File: src/apli_pkg.sv
package apli_pkg;

	localparam int TABLE_DEPTH_DEF = 512;
	localparam int TURN            = 23040;
	localparam int LOSS_CAP        = 25600;
	localparam int LOSS_FLOOR      = -65536;
	localparam int DIV_W           = 34;
	localparam int CNT_W           = 10;

	localparam logic [1:0] CMD_WR_H  = 2'd0;
	localparam logic [1:0] CMD_WR_V  = 2'd1;
	localparam logic [1:0] CMD_QUERY = 2'd2;

	localparam logic REG_HPTS = 1'b0;
	localparam logic REG_VPTS = 1'b1;

	typedef struct packed {
		logic [14:0]        angle;
		logic signed [15:0] loss;
	} apli_entry_t;

	typedef enum logic [3:0] {
		ST_CLEAR,
		ST_IDLE,
		ST_START,
		ST_RD_LAST,
		ST_CLASSIFY,
		ST_SCAN,
		ST_MUL,
		ST_DIV_INIT,
		ST_DIV,
		ST_ACCUM,
		ST_PLANE_END,
		ST_DONE
	} apli_state_t;

	typedef enum logic [1:0] {
		RS_FIRST,
		RS_LAST,
		RS_ONE,
		RS_NEXT
	} apli_rsel_t;

	typedef struct packed {
		logic       clr_en;
		logic       wr_en;
		logic       q_load;
		apli_rsel_t rd_sel;
		logic       e0_load;
		logic       classify;
		logic       scan_step;
		logic       mul;
		logic       div_init;
		logic       div_step;
		logic       accum;
		logic       plane_next;
		logic       out_load;
	} apli_cmd_t;

	typedef struct packed {
		logic clr_last;
		logic n_zero;
		logic needs_scan;
		logic scan_hit;
		logic div_last;
		logic plane_v;
		logic out_free;
	} apli_sts_t;

endpackage

File: src/apli_ctrl.sv
module apli_ctrl (
	input  logic              clk,
	input  logic              arst_n,
	input  logic              in_valid,
	input  logic [1:0]        in_cmd,
	output logic              in_ready,
	input  apli_pkg::apli_sts_t sts,
	output apli_pkg::apli_cmd_t ctl
);

	apli_pkg::apli_state_t state_q, state_d;

	always_ff @(posedge clk or negedge arst_n) begin
		if (!arst_n) state_q <= apli_pkg::ST_CLEAR;
		else         state_q <= state_d;
	end

	always_comb begin
		state_d = state_q;
		case (state_q)
			apli_pkg::ST_CLEAR:     if (sts.clr_last) state_d = apli_pkg::ST_IDLE;
			apli_pkg::ST_IDLE: begin
				if (in_valid && in_cmd == apli_pkg::CMD_QUERY) state_d = apli_pkg::ST_START;
			end
			apli_pkg::ST_START: begin
				if (sts.n_zero) state_d = apli_pkg::ST_PLANE_END;
				else            state_d = apli_pkg::ST_RD_LAST;
			end
			apli_pkg::ST_RD_LAST:   state_d = apli_pkg::ST_CLASSIFY;
			apli_pkg::ST_CLASSIFY: begin
				if (sts.needs_scan) state_d = apli_pkg::ST_SCAN;
				else                state_d = apli_pkg::ST_MUL;
			end
			apli_pkg::ST_SCAN:      if (sts.scan_hit) state_d = apli_pkg::ST_MUL;
			apli_pkg::ST_MUL:       state_d = apli_pkg::ST_DIV_INIT;
			apli_pkg::ST_DIV_INIT:  state_d = apli_pkg::ST_DIV;
			apli_pkg::ST_DIV:       if (sts.div_last) state_d = apli_pkg::ST_ACCUM;
			apli_pkg::ST_ACCUM:     state_d = apli_pkg::ST_PLANE_END;
			apli_pkg::ST_PLANE_END: begin
				if (sts.plane_v) state_d = apli_pkg::ST_DONE;
				else             state_d = apli_pkg::ST_START;
			end
			apli_pkg::ST_DONE:      if (sts.out_free) state_d = apli_pkg::ST_IDLE;
			default:                state_d = apli_pkg::ST_CLEAR;
		endcase
	end

	always_comb begin
		ctl      = '0;
		ctl.rd_sel = apli_pkg::RS_FIRST;
		in_ready = 1'b0;
		case (state_q)
			apli_pkg::ST_CLEAR: ctl.clr_en = 1'b1;
			apli_pkg::ST_IDLE: begin
				in_ready  = 1'b1;
				ctl.wr_en = in_valid &&
					(in_cmd == apli_pkg::CMD_WR_H || in_cmd == apli_pkg::CMD_WR_V);
				ctl.q_load = in_valid && in_cmd == apli_pkg::CMD_QUERY;
			end
			apli_pkg::ST_START:    ctl.rd_sel = apli_pkg::RS_FIRST;
			apli_pkg::ST_RD_LAST: begin
				ctl.e0_load = 1'b1;
				ctl.rd_sel  = apli_pkg::RS_LAST;
			end
			apli_pkg::ST_CLASSIFY: begin
				ctl.classify = 1'b1;
				ctl.rd_sel   = apli_pkg::RS_ONE;
			end
			apli_pkg::ST_SCAN: begin
				ctl.scan_step = 1'b1;
				ctl.rd_sel    = apli_pkg::RS_NEXT;
			end
			apli_pkg::ST_MUL:       ctl.mul = 1'b1;
			apli_pkg::ST_DIV_INIT:  ctl.div_init = 1'b1;
			apli_pkg::ST_DIV:       ctl.div_step = 1'b1;
			apli_pkg::ST_ACCUM:     ctl.accum = 1'b1;
			apli_pkg::ST_PLANE_END: ctl.plane_next = !sts.plane_v;
			apli_pkg::ST_DONE:      ctl.out_load = sts.out_free;
			default: ;
		endcase
	end

	a_load_free: assert property (@(posedge clk) disable iff (!arst_n)
		ctl.out_load |-> sts.out_free) else $error("result loaded over a pending one");
	a_query_start: assert property (@(posedge clk) disable iff (!arst_n)
		ctl.q_load |=> state_q == apli_pkg::ST_START) else $error("query did not start");
	a_clear_block: assert property (@(posedge clk) disable iff (!arst_n)
		state_q == apli_pkg::ST_CLEAR |-> !in_ready && !ctl.wr_en)
		else $error("item taken during clear");

endmodule

File: config.mk
export PLATFORM = sky130hd
export DESIGN_NAME = apli_ctrl
export DESIGN_NICKNAME = d
export VERILOG_FILES = /design/src/apli_pkg.sv /design/src/apli_ctrl.sv
export SDC_FILE = /design/constraint.sdc
export NUM_CORES = 1
export LEC_CHECK = 0
export BUFFER_PORTS_ARGS = -buffer_cell sky130_fd_sc_hd__buf_2
export CORE_AREA = 2 2 39 41
export DETAILED_ROUTE_END_ITERATION = 8
export DIE_AREA = 0 0 41 43
export HOLD_SLACK_MARGIN = 0.06
export PLACE_DENSITY = 0.68
export SYNTH_ARGS = -nofsm -noshare
export SYNTH_HDL_FRONTEND = slang
export SYNTH_SLANG_ARGS = --single-unit
File: constraint.sdc
create_clock -name clk -period 2.95 [get_ports clk]
set_clock_uncertainty 0.05 [all_clocks]
set_input_delay 0.295 -clock clk [delete_from_list [all_inputs] [get_ports clk]]
set_output_delay 0.295 -clock clk [all_outputs]
set_load 0.005 [all_outputs]
# Yosys cells after proc, flatten, opt, wreduce, memory -nomap -nowiden
# Cells that the tools add are included.
# op_classes
eq_ne	18
n_mux	22
reduce_logical	7
# op_table
operator	n
$pmux W4 S12	1
$mux W4	7
$eq A4 B3 Y1 const B	4
$eq A4 B4 Y1 const B	4
$mux W1	11
$ne A2 B2 Y1 const B	5
$eq A4 B2 Y1 const B	2
$pmux W2 S3	1
$reduce_and A5 Y1	1
$eq A4 B1 Y1 const B	1
$logic_not A4 Y1	1
$mux W2	2
$eq A2 B1 Y1 const B	1
$eq A2 B2 Y1 const B	1
$logic_and A1 B1 Y1	2
$logic_not A2 Y1	1
$logic_not A1 Y1	1
$logic_or A1 B1 Y1	1
# word_totals
regBits	4
in_bits	12
out_inout_bits	15
elab_cells	48

# Longest topological paths before layout
# Gate-level depths: netlist of the first run.
# logic_depth
depth_word	4
mapped_depth	5
ltp_nobuf	4

# Worst setup path before layout of the first run
# No wires, ideal clock.
# synth_path
path_kind	flip-flop to output port
start	register state_q[2]
end	output ctl[12] in the netlist's numbering
arrival_time_ns	1.156
t_required_ns	2.605
setup_slack_ns	1.449
path_stages_with_launch	4
path_buffers	1
path_cell_list	dfrtp_1 > clkbuf_2 > or3_1 > nor3b_2
# synth_lines
item	line	rtl
start, declared	apli_ctrl.sv:11	apli_pkg::apli_state_t state_q, state_d;
start signal, assigned	apli_ctrl.sv:14	if (!arst_n) state_q <= apli_pkg::ST_CLEAR;
start signal, assigned	apli_ctrl.sv:15	else state_q <= state_d;
end, declared	apli_ctrl.sv:8	output apli_pkg::apli_cmd_t ctl

==> flow_summary.ini, run 1 <==
[pwr]
leakagePower_nw = 0.3210
pwr-share-seq_pct = 32.4
combPwrFrac_pct = 55.3
finalPower_mw = 0.5355
switching_share_pct = 49.00
power_switching_mw = 0.2624
power_density_nw_per_um2 = 902.9
internal_power_mw = 0.2731
pwr-share-clk_pct = 12.3
vdd_ir_drop_max_mv = 0.3822

[sta]
final_max_slew_viol_count = 0
grt_setup_unrepaired = false
fin_setup_tns_ns = 0
final.setup.worst_slack_ns = 0.8719
slew-limit-headroom_pct = 68.32
finalSetupViolCount = 0
min_period_ns = 2.078
worstMarginPinSlew_ns = 0.4752
timing.final.crit_share_pct = 70.44
hold_ws_ns = 0.2431
max_freq_ghz = 0.4812
hold_violations = 0

[run_status]
status = finished, final reports clean

[logic_synthesis]
ys_warn_count = 0
async_reset_ff_share_pct = 100.0
synth_edf_count = 0
syn_area_um2 = 432.9
netlist.area_leader.share_pct = 23.12
ys_seq_area_share_pct = 23.12
synth_most_common_cell = nor2_1
synthTopCellsByCount = nor2_1, nor3_1, dfrtp_1, inv_1, nand2b_1
synthFlopType = dfrtp_1
ys_seq_elements = 4
yosys.area.top_type = dfrtp_1
syn_area_per_cell_um2 = 6.983
syn_inst = 62
synth.distinct_cells = 28
syn-num-nets = 74
ys_top_cells_by_area = dfrtp_1, nor2_1, nor3_1

[grt]
grt_overflow = 0
grt_pass1_wl_mm = 1.773
grt_pass1_vias = 425
grt.total_usage_pct = 14.72
grt_start_max_net_pins = 18
antenna_found_initial = 0

[final_layout]
design_area_um2 = 593.1
top_regs = state_q (4)
diodes = 0
area_growth_pct = 36.99
seq_area_um2 = 100.1
largest_reg_flops = 4
multi_input_comb_area_um2 = 295.3
instances_no_fill = 104
post-route-util_pct = 42.86
n_fill_cell = 165
layout.nets = 102
drive_gt1_share_pct = 35.23
top_register = state_q

[die]
core_um2 = 1384
fp.dieW_um = 41
ios = 27
die_y_um = 43
fp.dieArea_um2 = 1763
start_util_pct = 31.28
row_count = 14

[worst_setup_path]
crit_arrival_ns = 1.73
worst-path-buf-inv = 1
cp.required_ns = 2.61
critPathTopFamily = simple AND/OR/NAND/NOR gates
crit_fanout = 17
startpoint_type = register
cp-end-kind = output pin
worst_path_max_delay_cell = dfrtp_1
path_cells = nand2b_1, or3_1, nor3b_2, buf_2
slowest_delay_ns = 0.63
worstSetupPathType = register to output pin

[clock_tree]
cts_root_buffer = clkbuf_4
cts_buffer_depth = 2
ctsHtreeMaxLevel = 1
clock_sinks = 4
cts_tree = built
cts.reportedPaths.clkPinSlew_ns = 0.04
worstSkewPairLatency_ns = 0.23
numCtsBuffers = 3

[drt]
wire_per_inst_um = 10.96
drt-pass1-iter-count = 2
via_count = 536
route.antenna.remaining_nets = 0
drcViolationCount = 0
viasPerCell = 5.154
routed_wl_mm = 1.140
first_iter_violations = 8

[place]
place_area_um2 = 560.5
dp_slack_ns = 1.109
numPortBuffers = 26
gp_congestion = 0.7534
dp.cells = 100

[worst_hold_path]
hold_class = input pin to register

[job]
max-cap-violations = 0
==> worst reg2reg max path: cells and delay by family (launching register included) <==
kind / cells / cell delay, ns
flops: 1 / 0.61
simple gates: 1 / 0.22
compound gates: 3 / 0.55
==> path summary, 6_finish.rpt <==
check / start / end / slack (ns) / depth (start not counted)
setup / recovery: state_q[0]$_DFFE_PN0P_ / ctl[12] / 0.87 / 4
hold / removal: sts[0] / state_q[1]$_DFFE_PN0P_ / 0.24 / 2
setup reg to reg: state_q[1]$_DFFE_PN0P_ / state_q[0]$_DFFE_PN0P_ / 1.43 / 4
hold reg to reg: state_q[3]$_DFFE_PN0P_ / state_q[2]$_DFFE_PN0P_ / 0.64 / 1
max in group asynchronous: arst_n / state_q[2]$_DFFE_PN0P_ / 2.38 / 2
min in group asynchronous: arst_n / state_q[1]$_DFFE_PN0P_ / 0.35 / 2
==> logic make-up (layout without fill, tap and decap cells) <==
group	Yosys count	after routing	synth area share (%)
and+or+nand+nor	34	34	42.78
DFF	4	4	23.12
buffers and inverters	8	34	8.669
AOI/OAI and AO/OA	14	14	21.39
xor gates and xnor gates	2	2	4.047
==> placed cells by master (no fill, tap or decap) <==
master and count:
o221ai_1 1, nand3b_1 1, nor3b_1 1, o21bai_1 1, nor3b_2 1, nor3_1 7, nand2b_1 4, a21oi_1 3
inv_1 4, nand2_1 3, a211o_1 2, dfrtp_1 4, nor4_1 1, or3_1 1, nor2_1 10, nand2_2 1
dlygate4sd3_1 1, o32ai_1 1, nand4_1 1, and3b_1 2, o21ai_1 2, a31oi_1 1, o21ai_0 2, buf_2 26
xor2_1 2, clkbuf_4 3, and3_1 1, a41oi_1 1
==> cell type report <==
type | count | share of cell area, %
tap | 16 | 3.376
sequential | 4 | 16.88
multi-input combinational | 50 | 49.79
clock buffer | 3 | 3.797
timing repair buffer | 27 | 23.63
inverter | 4 | 2.532
==> per-layer routing <==
metal  up-vias  global-route usage [%]  part of all wire [%]  wire [um]
li1        276                       -                     -          -
met1       247                   20.52                    48        542
met2        13                   20.31                    47        537
met3         0                   3.141                   5.4         61
met4         0                   8.000                     0          0
met5         -                       0                     0          0
==> power by group through the flow <==
stage	clock [mW]	combinational (mW)	sequential, mW
finish	0.0660	0.296	0.173
CTS	0.0712	0.301	0.172
global placement	0	0.297	0.169
global route	0.0738	0.343	0.182
floorplan	0	0.275	0.105
detailed placement	0	0.299	0.173
==> repair_timing <==
action,CTS,global route
setup buffers,0,0
gates resized for setup,0,0
hold buffers,1,0
hold endpoints to repair,4,0
(Power assumes the default switching activity.)
==> inputs of run 2 (changes only) <==
PLACE_DENSITY = 0.7   (was 0.68)
clock period = 1.8 ns   (was 2.95 ns; I/O delays follow)
==> flow_summary.ini, run 2 (synthesis results as in run 1) <==
[final_layout]
post-route-util_pct = 44.03
largest_reg_flops = 4
layout_commonest_cell = buf_2
drive_gt1_share_pct = 37.78
seq_area_um2 = 101.3
multi_input_comb_area_um2 = 295.3
n_fill_cell = 152
mostFrequentLayoutCells = buf_2, nor2_1, nor3_1, inv_1, nand2b_1
area_growth_pct = 40.75
top_regs = state_q (4)
diodes = 0
layout.nets = 104
top_register = state_q

[sta]
grt_setup_unrepaired = false
timing.final.crit_share_pct = 95.06
hold_ws_ns = 0.1511
final_max_slew_viol_count = 0
fin_setup_tns_ns = 0
final.setup.worst_slack_ns = 0.08898
max_freq_ghz = 0.5844
worstMarginPinSlew_ns = 0.3337
slew-limit-headroom_pct = 77.76
hold_violations = 0
min_period_ns = 1.711
finalSetupViolCount = 0

[die]
ios = 27
die_y_um = 43
fp.dieW_um = 41
core_um2 = 1384
fp.dieArea_um2 = 1763
row_count = 14
start_util_pct = 31.28

[pwr]
vdd_ir_drop_max_mv = 0.7843
power_density_nw_per_um2 = 1502
pwr-share-clk_pct = 11.8
power_switching_mw = 0.4352
leakagePower_nw = 0.3295
switching_share_pct = 47.56
pwr-share-seq_pct = 22.1
combPwrFrac_pct = 66.1
internal_power_mw = 0.4798
finalPower_mw = 0.9150

[place]
numPortBuffers = 26
dpl.hpwl_um = 879.3
dp_slack_ns = 0.3066
gp_congestion = 0.8262

[clock_tree]
cts_root_buffer = clkbuf_4
clock_sinks = 4
ctsHtreeMaxLevel = 1
cts_tree = built
worstSkewPairLatency_ns = 0.23
numCtsBuffers = 3
cts.reportedPaths.clkPinSlew_ns = 0.04
cts_buffer_depth = 2

[drt]
viasPerCell = 4.991
drcViolationCount = 0
routed_wl_mm = 1.160
via_count = 529
route.antenna.remaining_nets = 0
first_iter_violations = 24
wire_per_inst_um = 10.94
drt-pass1-iter-count = 4

[job]
max-cap-violations = 0

[grt]
grt_overflow = 0
grt_pass1_wl_mm = 1.766
grt_pass1_vias = 398
grt_start_max_net_pins = 17
antenna_found_initial = 0
grt.total_usage_pct = 14.92

[worst_setup_path]
worstSetupPathType = register to output pin
startpoint_type = register
r2r_slack_ns = 0.40
cp-end-kind = output pin
crit_arrival_ns = 1.48
crit_fanout = 12
cp.required_ns = 1.57

[run_status]
status = finished, final reports clean

[worst_hold_path]
hold_class = input pin to register
## run 2: power groups by stage
stage               logic [mW]  clock network (mW)  registers (mW)
floorplan                0.451                   0           0.173
global placement         0.610                   0           0.197
detailed placement       0.611                   0           0.200
CTS                      0.615               0.115           0.200
global route             0.698               0.125           0.214
finish                   0.605               0.108           0.202
## run 2: cell type report
class / count / share of cell area, %
clock buffers: 3 / 3.696
inverters: 4 / 2.464
multi-input cells: 50 / 48.46
flip-flops and latches: 4 / 16.63
well taps: 16 / 3.285
repair buffers: 29 / 25.46
## run 2: path summary, 6_finish.rpt
check	to	from	cells after the start
min reg2reg	state_q[2]$_DFFE_PN0P_	state_q[3]$_DFFE_PN0P_	1
max reg2reg	state_q[0]$_DFFE_PN0P_	state_q[2]$_DFFE_PN0P_	4
min in group asynchronous	state_q[3]$_DFFE_PN0P_	arst_n	2
max in group asynchronous	state_q[2]$_DFFE_PN0P_	arst_n	2
min	state_q[1]$_DFFE_PN0P_	sts[0]	2
max	ctl[12]	state_q[3]$_DFFE_PN0P_	3
## run 2: timing repair
item,in CTS,in global routing
buffers inserted,0,0
gates resized for setup,0,1
endpoints found under the setup margin,0,1
hold buffers,1,0
endpoints found under the hold margin,4,0
## run 2: per-layer routing
| metal | part of all wire (%) | up-vias | GRT usage (%) |
|---|---|---|---|
| li1 | - | 277 | - |
| met1 | 46 | 230 | 22.15 |
| met2 | 45 | 22 | 19.38 |
| met3 | 8.4 | 0 | 3.141 |
| met4 | 0 | 0 | 8.000 |
| met5 | 0 | - | 0 |
## run 2: per-stage QoR
| stage | cell area (um2) | instances |
|---|---|---|
| after global routing | 609.3 | 106 |
| after CTS | 608.1 | 106 |
| after detailed placement | 575.6 | 102 |
| after global placement | 575.6 | 102 |
| after floorplan | 432.9 | 62 |
| final | 609.3 | 106 |
## run 2: critical path, stage by stage (launching register included)
cell and delay, ns:
dfrtp_1 0.49, or3_1 0.46, nor3b_2 0.18, buf_2 0.12
==> inputs of run 3 (changes only) <==
PLACE_DENSITY = 0.68   (was 0.7)
clock period = 2 ns   (was 1.8 ns; I/O delays follow)
==> flow_summary.ini, run 3 (synthesis results as in run 1) <==
[pwr]
pwr-share-clk_pct = 11.5
finalPower_mw = 0.8263
combPwrFrac_pct = 66.6
internal_power_mw = 0.4298
power_switching_mw = 0.3964
switching_share_pct = 47.98
pwr-share-seq_pct = 21.9
leakagePower_nw = 0.3308
vdd_ir_drop_max_mv = 0.7409
power_density_nw_per_um2 = 1359

[grt]
grt_overflow = 0
grt_pass1_wl_mm = 1.897
grt_start_max_net_pins = 17
grt.total_usage_pct = 15.54
antenna_found_initial = 0
grt_pass1_vias = 471

[place]
dpl.hpwl_um = 902.1
dp_slack_ns = 0.4861
gp_congestion = 0.8319
numPortBuffers = 26

[drt]
via_count = 524
wire_per_inst_um = 11.08
drt-pass1-iter-count = 4
drcViolationCount = 0
route.antenna.remaining_nets = 0
routed_wl_mm = 1.175
first_iter_violations = 10
viasPerCell = 4.943

[sta]
slew-limit-headroom_pct = 72.47
hold_violations = 0
final.setup.worst_slack_ns = 0.2376
fin_setup_tns_ns = 0
max_freq_ghz = 0.5674
final_max_slew_viol_count = 0
finalSetupViolCount = 0
grt_setup_unrepaired = false
timing.final.crit_share_pct = 88.12
min_period_ns = 1.762
worstMarginPinSlew_ns = 0.4129

[final_layout]
largest_reg_flops = 4
top_regs = state_q (4)
post-route-util_pct = 43.94
layout.nets = 104
n_fill_cell = 150
mostFrequentLayoutCells = buf_2, nor2_1, nor3_1
diodes = 0
layout_commonest_cell = buf_2
drive_gt1_share_pct = 36.67
top_register = state_q
multi_input_comb_area_um2 = 295.3
seq_area_um2 = 100.1
area_growth_pct = 40.46

[die]
core_um2 = 1384
fp.dieArea_um2 = 1763
fp.dieW_um = 41
die_y_um = 43
start_util_pct = 31.28
ios = 27
row_count = 14

[worst_setup_path]
crit_arrival_ns = 1.51
cp.required_ns = 1.75
startpoint_type = register
cp-end-kind = output pin
crit_fanout = 14
worstSetupPathType = register to output pin

[clock_tree]
cts.reportedPaths.clkPinSlew_ns = 0.04
cts_buffer_depth = 2
worstSkewPairLatency_ns = 0.23
cts_tree = built
clock_sinks = 4
cts_root_buffer = clkbuf_4
ctsHtreeMaxLevel = 1
numCtsBuffers = 3

[run_status]
status = finished, final reports clean

[job]
max-cap-violations = 0

[worst_hold_path]
hold_class = input pin to register
==> run 3: cell counts in the layout (fill, tap and decap cells not counted) <==
Identical to the previous run, type by type.
==> run 3: critical path: stages (launching register included) <==
cell and delay (ns):
dfrtp_1 0.52, or3_1 0.46, nor3b_2 0.18, buf_2 0.13
==> run 3: repair_timing <==
item	CTS	global route
setup buffers	0	0
hold endpoints to repair	4	0
gates resized for setup	0	0
hold buffers	1	0
==> run 3: power groups by stage <==
stage / Combinational, mW / Sequential (mW) / Clock [mW]
after floorplan: 0.406 / 0.155 / 0
after global placement: 0.549 / 0.176 / 0
after detailed placement: 0.549 / 0.180 / 0
after CTS: 0.552 / 0.179 / 0.0995
after global routing: 0.625 / 0.190 / 0.110
final: 0.550 / 0.181 / 0.0948
==> run 3: per-stage QoR <==
stage                     area, um2  instances  hold slack (ns)
after detailed placement      575.6        102         -0.04129
after global routing          608.1        106           0.1665
after global placement        575.6        102         -0.04400
after CTS                     608.1        106           0.1553
final                         608.1        106           0.1636
after floorplan               432.9         62          -0.1456
==> run 3: final timing paths <==
| path | start | to | slack [ns] | cells past startpoint |
|---|---|---|---|---|
| worst max register to register | state_q[2]$_DFFE_PN0P_ | state_q[0]$_DFFE_PN0P_ | 0.51 | 4 |
| worst max-delay path | state_q[2]$_DFFE_PN0P_ | ctl[12] | 0.24 | 3 |
| worst min-delay path | sts[0] | state_q[1]$_DFFE_PN0P_ | 0.16 | 2 |
| worst min register to register | state_q[3]$_DFFE_PN0P_ | state_q[2]$_DFFE_PN0P_ | 0.63 | 1 |
| min in group asynchronous | arst_n | state_q[2]$_DFFE_PN0P_ | 0.27 | 2 |
| max in group asynchronous | arst_n | state_q[1]$_DFFE_PN0P_ | 1.52 | 2 |
==> run 3: area by class of cell <==
class | count | area share [%]
Inverter | 4 | 2.469
Tap cell | 16 | 3.292
Timing Repair Buffer | 29 | 25.51
Multi-Input combinational cell | 50 | 48.56
Sequential cell | 4 | 16.46
Clock buffer | 3 | 3.704
==> run 3: metal layers <==
metal  GRT usage (%)  wire (um)  vias to the layer above  share of wire (%)
met1           20.26        551                      229                 47
met3           3.141         63                        0                5.4
li1                -          -                      280                  -
met4           8.000          0                        0                  0
met2           23.13        561                       15                 48
met5               0          0                        -                  0
